File: src/hw/rtl/dnsenc_pkg.sv
// Package for the DNS name wire-format encoder.
// Holds the beat types of both channels and fixed character codes.
// No dependencies.
package dnsenc_pkg;

    // Label separator in a dotted name.
    localparam logic [7:0] DOT_CHAR = 8'd46;

    // Byte written as the name terminator.
    localparam logic [7:0] ZERO_BYTE = 8'd0;

    typedef struct packed {
        logic [7:0] character;
        logic       is_end;
    } in_beat_t;

    typedef struct packed {
        logic [7:0] write_offset;
        logic [7:0] write_value;
        logic       write_valid;
        logic       name_done;
        logic       name_error;
    } out_beat_t;

endpackage

File: src/hw/rtl/dns_name_label_encoder_core.sv
// Top level of the DNS name wire-format encoder.
// Depends on dnsenc_pkg for the beat types and character codes.
//
// The encoder takes a dotted domain name one character per input beat,
// closed by a beat with is_end set, and emits byte writes that build the
// name in DNS wire format: every label byte is written at its place after
// the label start as it arrives, the label's length byte is patched in at
// the label start on a dot or at the end, and the end beat writes the zero
// terminator (name_done set). An empty label before a dot, a label longer
// than MAX_LABEL_BYTES, or any write at an offset of MAX_NAME_BYTES or
// beyond marks the name as rejected; further characters are then dropped
// and the end beat yields a single beat with name_error and name_done set
// and write_valid clear. A character beat yields zero or one output beat,
// an end beat one or two. The block accepts one input beat per clock while
// the queue has room: the accepted beat sits in an input register, where
// the label counters are updated and up to two result beats are formed,
// and those results go into a three-entry output queue. The input stays
// ready as long as the queue holds at most one beat, so a steady stream
// runs at one beat per cycle; an end beat with a non-empty last label
// costs one extra output beat, and a stalled output side fills the queue
// and then holds off the input.
module dns_name_label_encoder_core
    import dnsenc_pkg::*;
#(
    parameter int MAX_NAME_BYTES  = 256,
    parameter int MAX_LABEL_BYTES = 63
) (
    input  logic      clk,
    input  logic      rst_n,
    input  logic      in_valid,
    output logic      in_ready,
    input  in_beat_t  in_data,
    output logic      out_valid,
    input  logic      out_ready,
    output out_beat_t out_data
);

    // Offsets must hold label_start + label_length + 1 at its largest,
    // so that the overflow check sees the full value.
    localparam int OFF_W = $clog2(MAX_NAME_BYTES + MAX_LABEL_BYTES + 2);
    localparam int LEN_W = $clog2(MAX_LABEL_BYTES + 1);
    localparam int EXT_W = (OFF_W > 8) ? OFF_W : 8;

    localparam logic [OFF_W-1:0] NAME_LIMIT  = OFF_W'(MAX_NAME_BYTES);
    localparam logic [LEN_W-1:0] LABEL_LIMIT = LEN_W'(MAX_LABEL_BYTES);

    // Input register.
    logic     stg_valid_reg;
    logic     stg_valid_next;
    in_beat_t stg_data_reg;

    // Per-name state.
    logic [OFF_W-1:0] label_start_reg;
    logic [OFF_W-1:0] label_start_next;
    logic [LEN_W-1:0] label_length_reg;
    logic [LEN_W-1:0] label_length_next;
    logic             error_seen_reg;
    logic             error_seen_next;

    // Output queue; entry 0 is the head.
    out_beat_t        q_reg [3];
    out_beat_t        q_next [3];
    logic [1:0]       q_count_reg;
    logic [1:0]       q_count_next;

    logic             stg_fire;
    logic             pop;
    logic             q_has_room;

    // Results formed in the input register stage.
    logic [1:0]       res_count;
    out_beat_t        res0;
    out_beat_t        res1;
    logic [OFF_W-1:0] next_off;
    logic [OFF_W-1:0] term_off;
    logic [EXT_W-1:0] start_ext;
    logic [EXT_W-1:0] next_ext;
    logic [1:0]       base_count;

    // The queue can take the worst case of two results when at most one
    // beat is waiting; this uses registered state only.
    assign q_has_room = (q_count_reg <= 2'd1);
    assign stg_fire   = stg_valid_reg && q_has_room;
    assign in_ready   = !stg_valid_reg || q_has_room;
    assign pop        = (q_count_reg != 2'd0) && out_ready;

    assign out_valid  = (q_count_reg != 2'd0);
    assign out_data   = q_reg[0];

    assign stg_valid_next = (in_valid && in_ready) ? 1'b1 : (stg_fire ? 1'b0 : stg_valid_reg);

    assign next_off  = label_start_reg + OFF_W'(label_length_reg) + OFF_W'(1);
    assign term_off  = (label_length_reg == '0) ? label_start_reg : next_off;
    assign start_ext = EXT_W'(label_start_reg);
    assign next_ext  = EXT_W'(next_off);

    always_comb
    begin
        res_count         = 2'd0;
        res0              = '0;
        res1              = '0;
        label_start_next  = label_start_reg;
        label_length_next = label_length_reg;
        error_seen_next   = error_seen_reg;

        if (stg_fire)
        begin
            if (stg_data_reg.is_end)
            begin
                res_count = 2'd1;
                if (error_seen_reg || (term_off >= NAME_LIMIT))
                begin
                    res0.name_done  = 1'b1;
                    res0.name_error = 1'b1;
                end
                else if (label_length_reg == '0)
                begin
                    res0.write_offset = start_ext[7:0];
                    res0.write_value  = ZERO_BYTE;
                    res0.write_valid  = 1'b1;
                    res0.name_done    = 1'b1;
                end
                else
                begin
                    res_count         = 2'd2;
                    res0.write_offset = start_ext[7:0];
                    res0.write_value  = 8'(label_length_reg);
                    res0.write_valid  = 1'b1;
                    res1.write_offset = next_ext[7:0];
                    res1.write_value  = ZERO_BYTE;
                    res1.write_valid  = 1'b1;
                    res1.name_done    = 1'b1;
                end
                // Every end beat starts a fresh name.
                label_start_next  = '0;
                label_length_next = '0;
                error_seen_next   = 1'b0;
            end
            else if (!error_seen_reg)
            begin
                if (stg_data_reg.character == DOT_CHAR)
                begin
                    if (label_length_reg == '0)
                    begin
                        error_seen_next = 1'b1;
                    end
                    else
                    begin
                        res_count         = 2'd1;
                        res0.write_offset = start_ext[7:0];
                        res0.write_value  = 8'(label_length_reg);
                        res0.write_valid  = 1'b1;
                        label_start_next  = next_off;
                        label_length_next = '0;
                    end
                end
                else if ((label_length_reg == LABEL_LIMIT) || (next_off >= NAME_LIMIT))
                begin
                    error_seen_next = 1'b1;
                end
                else
                begin
                    res_count         = 2'd1;
                    res0.write_offset = next_ext[7:0];
                    res0.write_value  = stg_data_reg.character;
                    res0.write_valid  = 1'b1;
                    label_length_next = label_length_reg + LEN_W'(1);
                end
            end
        end
    end

    // Queue update: pop shifts toward the head, then new results append.
    always_comb
    begin
        q_next     = q_reg;
        base_count = q_count_reg;
        if (pop)
        begin
            q_next[0]  = q_reg[1];
            q_next[1]  = q_reg[2];
            base_count = q_count_reg - 2'd1;
        end
        if (stg_fire)
        begin
            // A firing stage implies at most one beat waiting.
            if (base_count == 2'd0)
            begin
                if (res_count != 2'd0)
                begin
                    q_next[0] = res0;
                    q_next[1] = res1;
                end
            end
            else
            begin
                if (res_count != 2'd0)
                begin
                    q_next[1] = res0;
                    q_next[2] = res1;
                end
            end
        end
        q_count_next = base_count + (stg_fire ? res_count : 2'd0);
    end

    always_ff @(posedge clk or negedge rst_n)
    begin
        if (!rst_n)
        begin
            stg_valid_reg    <= 1'b0;
            label_start_reg  <= '0;
            label_length_reg <= '0;
            error_seen_reg   <= 1'b0;
            q_count_reg      <= 2'd0;
        end
        else
        begin
            stg_valid_reg    <= stg_valid_next;
            label_start_reg  <= label_start_next;
            label_length_reg <= label_length_next;
            error_seen_reg   <= error_seen_next;
            q_count_reg      <= q_count_next;
        end
    end

    always_ff @(posedge clk)
    begin
        if (in_valid && in_ready)
        begin
            stg_data_reg <= in_data;
        end
        q_reg <= q_next;
    end

endmodule

File: config.mk
export PLATFORM = sky130hd
export DESIGN_NAME = dns_name_label_encoder_core
export DESIGN_NICKNAME = d
export VERILOG_FILES = /design/src/hw/rtl/dnsenc_pkg.sv /design/src/hw/rtl/dns_name_label_encoder_core.sv
export SDC_FILE = /design/constraint.sdc
export NUM_CORES = 1
export LEC_CHECK = 0
export BUFFER_PORTS_ARGS = -buffer_cell sky130_fd_sc_hd__clkbuf_2
export CAP_MARGIN = 20
export CORE_AREA = 2 2 98 100
export CTS_BUF_LIST = sky130_fd_sc_hd__clkbuf_8
export CTS_CLUSTER_SIZE = 16
export DETAILED_ROUTE_END_ITERATION = 8
export DIE_AREA = 0 0 100 102
export HOLD_SLACK_MARGIN = 0.12
export PLACE_DENSITY = 0.67
export SLEW_MARGIN = 20
export SYNTH_ARGS = -nofsm -noshare
export SYNTH_HDL_FRONTEND = slang
export SYNTH_SLANG_ARGS = --single-unit
File: constraint.sdc
create_clock -name clk -period 5 [get_ports clk]
set_input_delay 1 -clock clk [delete_from_list [all_inputs] [get_ports clk]]
set_output_delay 1 -clock clk [all_outputs]
set_load 0.02 [all_outputs]
# ---- Word level (Yosys, flattened, before mapping)
# Index checks and enable logic that the tools add are counted.
dict set report totals {
  reg_bits 84
  input_bits 13
  out_inout_bits 21
  elab_cells 97
}
dict set report op_classes {
  addsub 5
  order_cmp 3
  n_eq_ne 5
  muxes 46
  n_bitwise 1
  reduce_logical 16
}
# operator n
set op_table {}
lappend op_table {{38-bit 2-to-1 mux} 3}
lappend op_table {{17-bit 2-to-1 mux} 6}
lappend op_table {{19-bit 2-to-1 mux} 3}
lappend op_table {{57-bit 2-to-1 mux} 1}
lappend op_table {{18-bit 2-to-1 mux} 3}
lappend op_table {{9-bit 2-to-1 mux} 4}
lappend op_table {{6-bit 2-to-1 mux} 5}
lappend op_table {{9-bit greater-or-equal comparator, second input constant} 2}
lappend op_table {{2-bit 2-to-1 mux} 9}
lappend op_table {{1-bit 2-to-1 mux} 11}
lappend op_table {{9-bit by 1-bit adder with 9-bit output, second input constant} 1}
lappend op_table {{9-bit by 6-bit adder with 9-bit output} 1}
lappend op_table {{8-bit by 6-bit equality test with 1-bit output, second input constant} 1}
lappend op_table {{2-bit nonzero test} 4}
lappend op_table {{7-bit 2-to-1 mux} 1}
lappend op_table {{6-bit by 1-bit adder with 6-bit output, second input constant} 1}
lappend op_table {{6-bit equality test, second input constant} 1}
lappend op_table {{6-bit zero test} 1}
lappend op_table {{3-bit inequality test, second input constant} 2}
lappend op_table {{3-bit AND reduction} 2}
lappend op_table {{4-bit AND reduction} 1}
lappend op_table {{1-bit logical AND} 3}
lappend op_table {{1-bit logical OR} 3}
lappend op_table {{2-bit adder} 1}
lappend op_table {{6 further kinds} 6}

# ---- Longest topological paths before layout
# Gate-level depths: netlist of the first run.
dict set report depth {
  ltp_word 13
  ltp_mapped 13
  mapped_depth_nobuf 12
}

# ---- Worst setup path after synthesis of the first run
# Ideal clock, no wire load.
dict set report synth_timing {
  kind {flip-flop to flip-flop}
  from {register label_length_reg[0]}
  to {register q_count_reg[1]}
  setup_time_ns 0.125
  t_arrival_ns 2.891
  required_time_ns 4.875
  path_slack_ns 1.985
  path_stages_with_launch 14
  n_path_buf 1
  period_less_slack_ns 3.015
  cell_sequence {dfrtp_1 inv_1 ha_1 fa_1 nand2b_1 a21o_1 a211oi_1 nor3_2 a31oi_1 buf_2 nor2_1 ha_1 xor2_1 xnor2_1}
}
dict set report synth_between {
  elab_chain_len 11
  elab_cells_between_ends 19
  cone_classes {add/sub: 3; order compare: 2; eq/ne: 1; mux: 10; reduce/logical: 3}
}
# element line
set synth_lines {}
lappend synth_lines {{start, declared} dns_name_label_encoder_core.sv:55} ;# logic [LEN_W-1:0] label_length_reg;
lappend synth_lines {{start signal, assigned} dns_name_label_encoder_core.sv:221} ;# label_length_reg <= label_length_next;
lappend synth_lines {{9-bit by 6-bit adder with 9-bit output} dns_name_label_encoder_core.sv:92} ;# assign next_off = label_start_reg + OFF_W'(label_length_reg) + OFF_W'(1);
lappend synth_lines {{9-bit by 1-bit adder with 9-bit output} dns_name_label_encoder_core.sv:92}
lappend synth_lines {{9-bit greater-or-equal comparator} dns_name_label_encoder_core.sv:157} ;# else if ((label_length_reg == LABEL_LIMIT) || (next_off >= NAME_LIMIT))
lappend synth_lines {{1-bit logical OR} dns_name_label_encoder_core.sv:157}
lappend synth_lines {{1-bit 2-to-1 mux} dns_name_label_encoder_core.sv:157}
lappend synth_lines {{2-bit 2-to-1 mux} dns_name_label_encoder_core.sv:141} ;# if (stg_data_reg.character == DOT_CHAR)
lappend synth_lines {{2-bit 2-to-1 mux} dns_name_label_encoder_core.sv:139} ;# else if (!error_seen_reg)
lappend synth_lines {{2-bit 2-to-1 mux (*)} dns_name_label_encoder_core.sv:108} ;# if (stg_data_reg.is_end)
lappend synth_lines {{2-bit 2-to-1 mux (*)} dns_name_label_encoder_core.sv:106} ;# if (stg_fire)
lappend synth_lines {{2-bit 2-to-1 mux (*)} dns_name_label_encoder_core.sv:204} ;# q_count_next = base_count + (stg_fire ? res_count : 2'd0);
lappend synth_lines {{2-bit adder (*)} dns_name_label_encoder_core.sv:204}
lappend synth_lines {{named net q_count_next[1]} dns_name_label_encoder_core.sv:64} ;# logic [1:0] q_count_next;
lappend synth_lines {{end signal, assigned} dns_name_label_encoder_core.sv:223} ;# q_count_reg <= q_count_next;
lappend synth_lines {{end, declared} dns_name_label_encoder_core.sv:63} ;# logic [1:0] q_count_reg;
# The timed path passes the listed nets; every way through them passes the cells marked *.
# A chain may end at the register's enable or synchronous reset.

==> results.yml, run 1 <==
flow_run:
  drv_cap: 0
cts:
  clk_path_buf_depth: 2
  cts_repair_resize_count: 0
  clkTransAtPathRegs_ns: 0.08
  ctsHoldBuffers: 0
  clock-root-buffer: "sky130_fd_sc_hd__clkbuf_8"
  tritoncts.num_buffers: 9
  cts_setup_buffers: 0
  clk-insertion-delay-late_ns: 0.35
  htreeDepth: 3
  clock_sinks: 75
  cts_tree: "built"
timing:
  max_freq_ghz: 0.287
  final-hold-violation-count: 0
  finalMaxSlewViolations: 0
  final.period_utilization: 0.698
  post_route_setup_tns_ns: 0
  finClkSkew_ns: 0.00715
  tightestPinTransition_ns: 0.975
  finalWorstPathRequiredPeriod_ns: 3.49
  grt_setup_unrepaired: "false"
  slew_headroom: 0.349
  setup-violations-final: 0
worst_setup_path:
  crit_required_ns: 5.22
  r2r.worst_path.cells: 11
  critical_path_fanout_max: 36
  start_kind: "flip-flop"
  worst_ep_arrival_time_ns: 3.71
  crit_path_end_kind: "flip-flop"
  critical_path_start_end_classification: "flip-flop to flip-flop"
routing:
  detailroute.via_count: 3184
  routed_via_density: 5.53
  ant_nets: 0
  final_wirelength_um: 8990
  firstDrtPassIters: 4
  detail_route.iter0.violations: 180
  wl_per_cell_um: 15.6
  detail_route.drc_violations: 0
die:
  die_h_um: 102
  initial_core_util: 0.442
  die_x_um: 100
  core.rowCount: 35
  floorplan.core_area_mm2: 0.00911
  top_level_ports: 34
  die-area_mm2: 0.0102
cells_and_area:
  area_of_all_sequential_standard_cells_mm2: 0.00178
  insertedDiodeCount: 0
  area_occupied_by_multi_input_gates_mm2: 0.00197
  area.growth.synth_to_final_pct: 7.15
  final_net_count: 485
  layout-drive-gt1-share: 0.140
  largest_register_ff_count: 28
  count_of_filler_cells_inserted_in_the_layout: 890
placement:
  hpwlAfterDp_um: 6630
  numPortBuffers: 33
  place.gp.congestion: 0.909
logic_synthesis:
  ys.flop_type: "sky130_fd_sc_hd__dfxtp_1"
  synthDominantAreaCellType: "sky130_fd_sc_hd__dfxtp_1"
  synth_nets: 477
  synthesis.yosys.warnings: 0
  ys_seq_elements: 75
  synth_edf_count: 18
  synthTopCellsByArea: "sky130_fd_sc_hd__dfxtp_1 (19%), sky130_fd_sc_hd__edfxtp_1 (13%), sky130_fd_sc_hd__dfrtp_1 (12%)"
  synthCells: 452
  syn_area_per_cell_um2: 8.91
  yosys.cell_types.count: 59
  synth_top_cell_area_share: 0.189
  ys_async_sr_fraction: 0.253
  yosysSeqAreaShare: 0.441
  post_synth_instance_area_mm2: 0.00403
power_and_ir_drop:
  report.power.total_mw: 2.65
  vdd_ir_drop_max_v: 0.000220
  cellPowerDensity_mw_per_mm2: 613
  leakage_nw: 1.79
global_routing:
  globalRouteOverflowTotal: 0
  gr-usage-all-layers: 0.187
  number_of_antenna_violations_at_the_first_check_in_global_routing: 0
  wire_length_of_the_first_global_routing_pass_um: 14900
  largest_net_degree_at_the_start_of_global_routing: 37
  first_global_vias: 2976
worst_hold_path:
  worstHoldPathCells: 2
  worst_hold_path_type: "flip-flop to flip-flop"
status:
  status: "finished clean"
-- path summary, 6_finish.rpt --
| path | slack (ns) | startpoint | endpoint |
|---|---|---|---|
| max in group asynchronous | 4.04 | rst_n | q_count_reg[0] |
| min | 0.46 | q_reg[26] | q_reg[26] |
| max | 1.51 | label_length_reg[0] | out_data[0] |
| min in group asynchronous | 0.60 | rst_n | label_start_reg[5] |
| min reg2reg | 0.46 | q_reg[26] | q_reg[26] |
| max reg2reg | 1.51 | label_length_reg[0] | out_data[0] |
-- routing by layer --
layer / routed length, µm / track usage
met1: 4340 / 0.267
met2: 4050 / 0.286
met3: 433 / 0.0349
met4: 166 / 0.0653
met5: 0 / 0
-- power by group --
part | leakage [nW] | internal (mW) | switching [mW]
Clock | 0.105 | 0.230 | 0.239
Combinational | 0.945 | 0.411 | 0.760
Sequential | 0.740 | 0.865 | 0.141
Total | 1.79 | 1.51 | 1.14
-- stage by stage --
stage	hold slack (ns)	util	instances	area, µm²	setup slack, ns
after detailed placement	0.444	0.452	560	4120	1.56
after global placement	0.439	0.452	560	4120	1.71
after CTS	0.460	0.473	576	4310	1.54
after floorplan	0.425	-	452	4030	1.98
after global routing	0.492	0.473	576	4310	1.26
final	0.458	0.473	576	4310	1.51
-- cell families (layout without fill, tap and decap cells) --
group,after synthesis,count (layout),synth area share
and+or+nand+nor,196,196,0.231
buffers and inverters,52,65,0.0709
muxes,8,8,0.0202
DFF,75,75,0.441
xor gates and xnor gates,15,15,0.0326
AOI/OAI and AO/OA,94,94,0.164
adders and majority gates,12,12,0.0392
-- cells in the mapped netlist (10+ instances only) --
| master | instances |
|---|---|
| sky130_fd_sc_hd__edfxtp_1 | 18 |
| sky130_fd_sc_hd__o21ai_1 | 16 |
| sky130_fd_sc_hd__nand2_1 | 92 |
| sky130_fd_sc_hd__xnor2_1 | 10 |
| sky130_fd_sc_hd__ha_1 | 11 |
| sky130_fd_sc_hd__dfxtp_1 | 38 |
| sky130_fd_sc_hd__buf_4 | 19 |
| sky130_fd_sc_hd__inv_1 | 12 |
| sky130_fd_sc_hd__a21oi_1 | 14 |
| sky130_fd_sc_hd__o21ai_0 | 12 |
| sky130_fd_sc_hd__nor2_1 | 41 |
| sky130_fd_sc_hd__dfrtp_1 | 19 |
-- area by class of cell --
type / count / area share
clock buffer: 9 / 0.0287
sequential: 75 / 0.412
multi-input combinational: 325 / 0.456
inverter: 12 / 0.0104
timing repair buffer: 37 / 0.0453
tap: 111 / 0.0322
clock inverter: 7 / 0.0157
-- cells in the final DEF (no fill, tap or decap), drive strengths merged, types with 3 or more instances in the layout --
| cell | synthesis | routed |
|---|---|---|
| nand2 | 95 | 95 |
| nor2 | 42 | 42 |
| clkbuf | 9 | 42 |
| dfxtp | 38 | 38 |
| o21ai | 28 | 28 |
| dfrtp | 19 | 19 |
| edfxtp | 18 | 18 |
| inv | 12 | 15 |
| a21oi | 14 | 14 |
| ha | 11 | 11 |
| xnor2 | 10 | 10 |
| or3 | 9 | 9 |
| nor2b | 9 | 9 |
| and2 | 8 | 8 |
| mux2i | 7 | 7 |
| a31oi | 7 | 7 |
| o221ai | 7 | 7 |
| nand3 | 6 | 6 |
| nor3 | 6 | 6 |
| nand2b | 5 | 5 |
| a22oi | 5 | 5 |
| xor2 | 5 | 5 |
| a32oi | 5 | 5 |
| o211ai | 4 | 4 |
| a21o | 4 | 4 |
| buf | 31 | 4 |
| and3 | 3 | 3 |
| o31ai | 3 | 3 |
| a2bb2oi | 3 | 3 |
| nand4 | 3 | 3 |
| nor4b | 3 | 3 |
| clkinv | 0 | 3 |
-- critical path, stage by stage (launching register included) --
cell                       delay [ns]
sky130_fd_sc_hd__dfrtp_1         0.46
sky130_fd_sc_hd__inv_1           0.09
sky130_fd_sc_hd__ha_1            0.22
sky130_fd_sc_hd__fa_1            0.41
sky130_fd_sc_hd__nand2b_1        0.18
sky130_fd_sc_hd__a21o_1          0.20
sky130_fd_sc_hd__and3_1          0.21
sky130_fd_sc_hd__o41ai_4         0.60
sky130_fd_sc_hd__buf_4           0.31
sky130_fd_sc_hd__nand2_4         0.23
sky130_fd_sc_hd__nor4b_2         0.36
sky130_fd_sc_hd__a31oi_1         0.07
Power figures use the tool's default switching activity.
==> run 2: changes to the inputs <==
- clock period: 5 -> 3.5 ns (I/O delays scaled with it)
==> run 2 against run 1 <==
- clock skew is 0.0056 ns higher
- combinational power is 48% higher
- die area stayed put
- first-iteration DRC count is 35% higher
- core utilization is 1.1 points higher
- final cell count is 1.0% higher
- via count is 2.4% higher
- clock power is 78% higher
- hold slack worse by 0.15 ns
- critical path depth is 1 lower
- critical path type unchanged
==> results.yml, run 2 (synthesized netlist as in run 1, its figures left out) <==
worst_setup_path:
  start_kind: "flip-flop"
  crit_required_ns: 3.77
  critical_path_start_end_classification: "flip-flop to flip-flop"
  crit_path_end_kind: "flip-flop"
  worst_ep_arrival_time_ns: 3.47
  timing.critical_path.slowest_cell_delay_ns: 0.53
  cp_slowest_cell: "sky130_fd_sc_hd__and2_1"
  timing.critical_path.cells: "inv_1 -> ha_1 -> fa_1 -> nand2b_1 -> a21o_1 -> and3_1 -> nor3_2 -> and2_1 -> a22oi_1 -> o221ai_1"
  timing.rr.end: "q_reg[32]"
  setup.worst_path.end: "q_reg[32]"
  critical_path_fanout_max: 13
  worstSetupStartpoint: "label_length_reg[0]"
  rrSetupSlack_ns: 0.30
  r2r.worst_path.cells: 10
  crit-reg2reg-launch: "label_length_reg[0]"
timing:
  postLayoutSetupSlackWorst_ns: 0.296
  finalMaxSlewViolations: 0
  finClkSkew_ns: 0.0128
  tightestPinTransition_ns: 1.02
  max_freq_ghz: 0.312
  final-hold-violation-count: 0
  final.period_utilization: 0.916
  post_route_setup_tns_ns: 0
  setup-violations-final: 0
  finalWorstPathRequiredPeriod_ns: 3.20
  slew_headroom: 0.321
  whs_ns: 0.304
  grt_setup_unrepaired: "false"
cts:
  cts_repair_resize_count: 0
  tritoncts.num_buffers: 9
  cts_setup_buffers: 0
  ctsHoldBuffers: 0
  htreeDepth: 3
  clk-insertion-delay-late_ns: 0.36
  clk_path_buf_depth: 2
  clock-root-buffer: "sky130_fd_sc_hd__clkbuf_8"
  clkTransAtPathRegs_ns: 0.08
  cts_tree: "built"
  clock_sinks: 75
cells_and_area:
  design_area_mm2: 0.00441
  final_net_count: 491
  insertedDiodeCount: 0
  layout-drive-gt1-share: 0.153
  largest_register_ff_count: 28
  final_cell_mix: "sky130_fd_sc_hd__nand2_1 (92), sky130_fd_sc_hd__nor2_1 (41), sky130_fd_sc_hd__dfxtp_1 (38)"
  area.growth.synth_to_final_pct: 9.64
  postLayoutCoreUtil: 0.484
  mostFrequentLayoutCell: "sky130_fd_sc_hd__nand2_1"
power_and_ir_drop:
  swShare: 0.419
  p_sw_mw: 1.68
  p_comb_frac: 0.432
  leakage_nw: 1.84
  vdd_ir_drop_max_v: 0.000340
  p_clk_frac: 0.209
  power.sequential.fraction: 0.359
  internal_power_mw: 2.33
  cellPowerDensity_mw_per_mm2: 908
die:
  initial_core_util: 0.442
  top_level_ports: 34
  die_h_um: 102
  die-area_mm2: 0.0102
  floorplan.core_area_mm2: 0.00911
  die_x_um: 100
  core.rowCount: 35
routing:
  firstDrtPassIters: 5
  detail_route.iter0.violations: 243
  ant_nets: 0
  detail_route.drc_violations: 0
  wl_per_cell_um: 16.6
  final_wirelength_um: 9660
  routed_via_density: 5.60
  detailroute.via_count: 3261
placement:
  numPortBuffers: 33
  place.gp.congestion: 0.903
  dpl_worst_slack_ns: 0.423
  hpwlAfterDp_um: 6930
  placed_instance_area_mm2: 0.00417
status:
  status: "finished clean"
global_routing:
  number_of_antenna_violations_at_the_first_check_in_global_routing: 0
  first_global_vias: 3080
  largest_net_degree_at_the_start_of_global_routing: 35
  gr-usage-all-layers: 0.197
  globalRouteOverflowTotal: 0
  wire_length_of_the_first_global_routing_pass_um: 15600
flow_run:
  drv_cap: 0
worst_hold_path:
  worst_hold_path_type: "input pin to async pin"
-- run 2: routing by layer --
layer,up-vias,track usage,part of all wire
met3,12,0.0349,0.059
met5,-,0,0
met1,1535,0.269,0.45
li1,1598,-,-
met2,116,0.320,0.47
met4,0,0.0653,0.015
-- run 2: metrics by stage --
step | total power [mW] | cells
final | 4.01 | 582
after global routing | 4.27 | 582
after CTS | 4.00 | 582
after detailed placement | 3.16 | 566
after global placement | 3.13 | 566
after floorplan | 2.80 | 452
-- run 2: worst max-delay path, delay by kind of cell (launching register included) --
kind                       cells  cell delay [ns]
AOI/OAI and AO/OA              3             0.68
adders and majority gates      2             0.64
buffers and inverters          1             0.10
DFF                            1             0.50
and+or+nand+nor                4             1.19
-- run 2: layout make-up --
class | count | area (µm²)
clock buffers | 9 | 124
flip-flops and latches | 75 | 1780
well taps | 111 | 139
clock inverters | 7 | 123
inverters | 12 | 45.0
fillers | 881 | 4700
multi-input cells | 325 | 1970
repair buffers | 43 | 240
-- run 2: worst min-delay path by stage --
stage          cells past startpoint  slack (ns)                  end
2_1_floorplan                      0        0.40       error_seen_reg
3_3_place_gp                       2        0.43            q_reg[25]
3_5_place_dp                       2        0.44            q_reg[22]
4_1_cts                            1        0.33  label_length_reg[2]
5_1_grt                            1        0.35   label_start_reg[4]
6_report                           1        0.30   label_start_reg[4]
-- run 2: power by group through the flow --
stage	Sequential (mW)	Clock (mW)	Combinational [mW]
5_1_grt	1.47	0.880	1.92
3_3_place_gp	1.44	0	1.69
3_5_place_dp	1.45	0	1.71
4_1_cts	1.43	0.846	1.72
2_1_floorplan	1.37	0	1.43
6_report	1.44	0.836	1.73
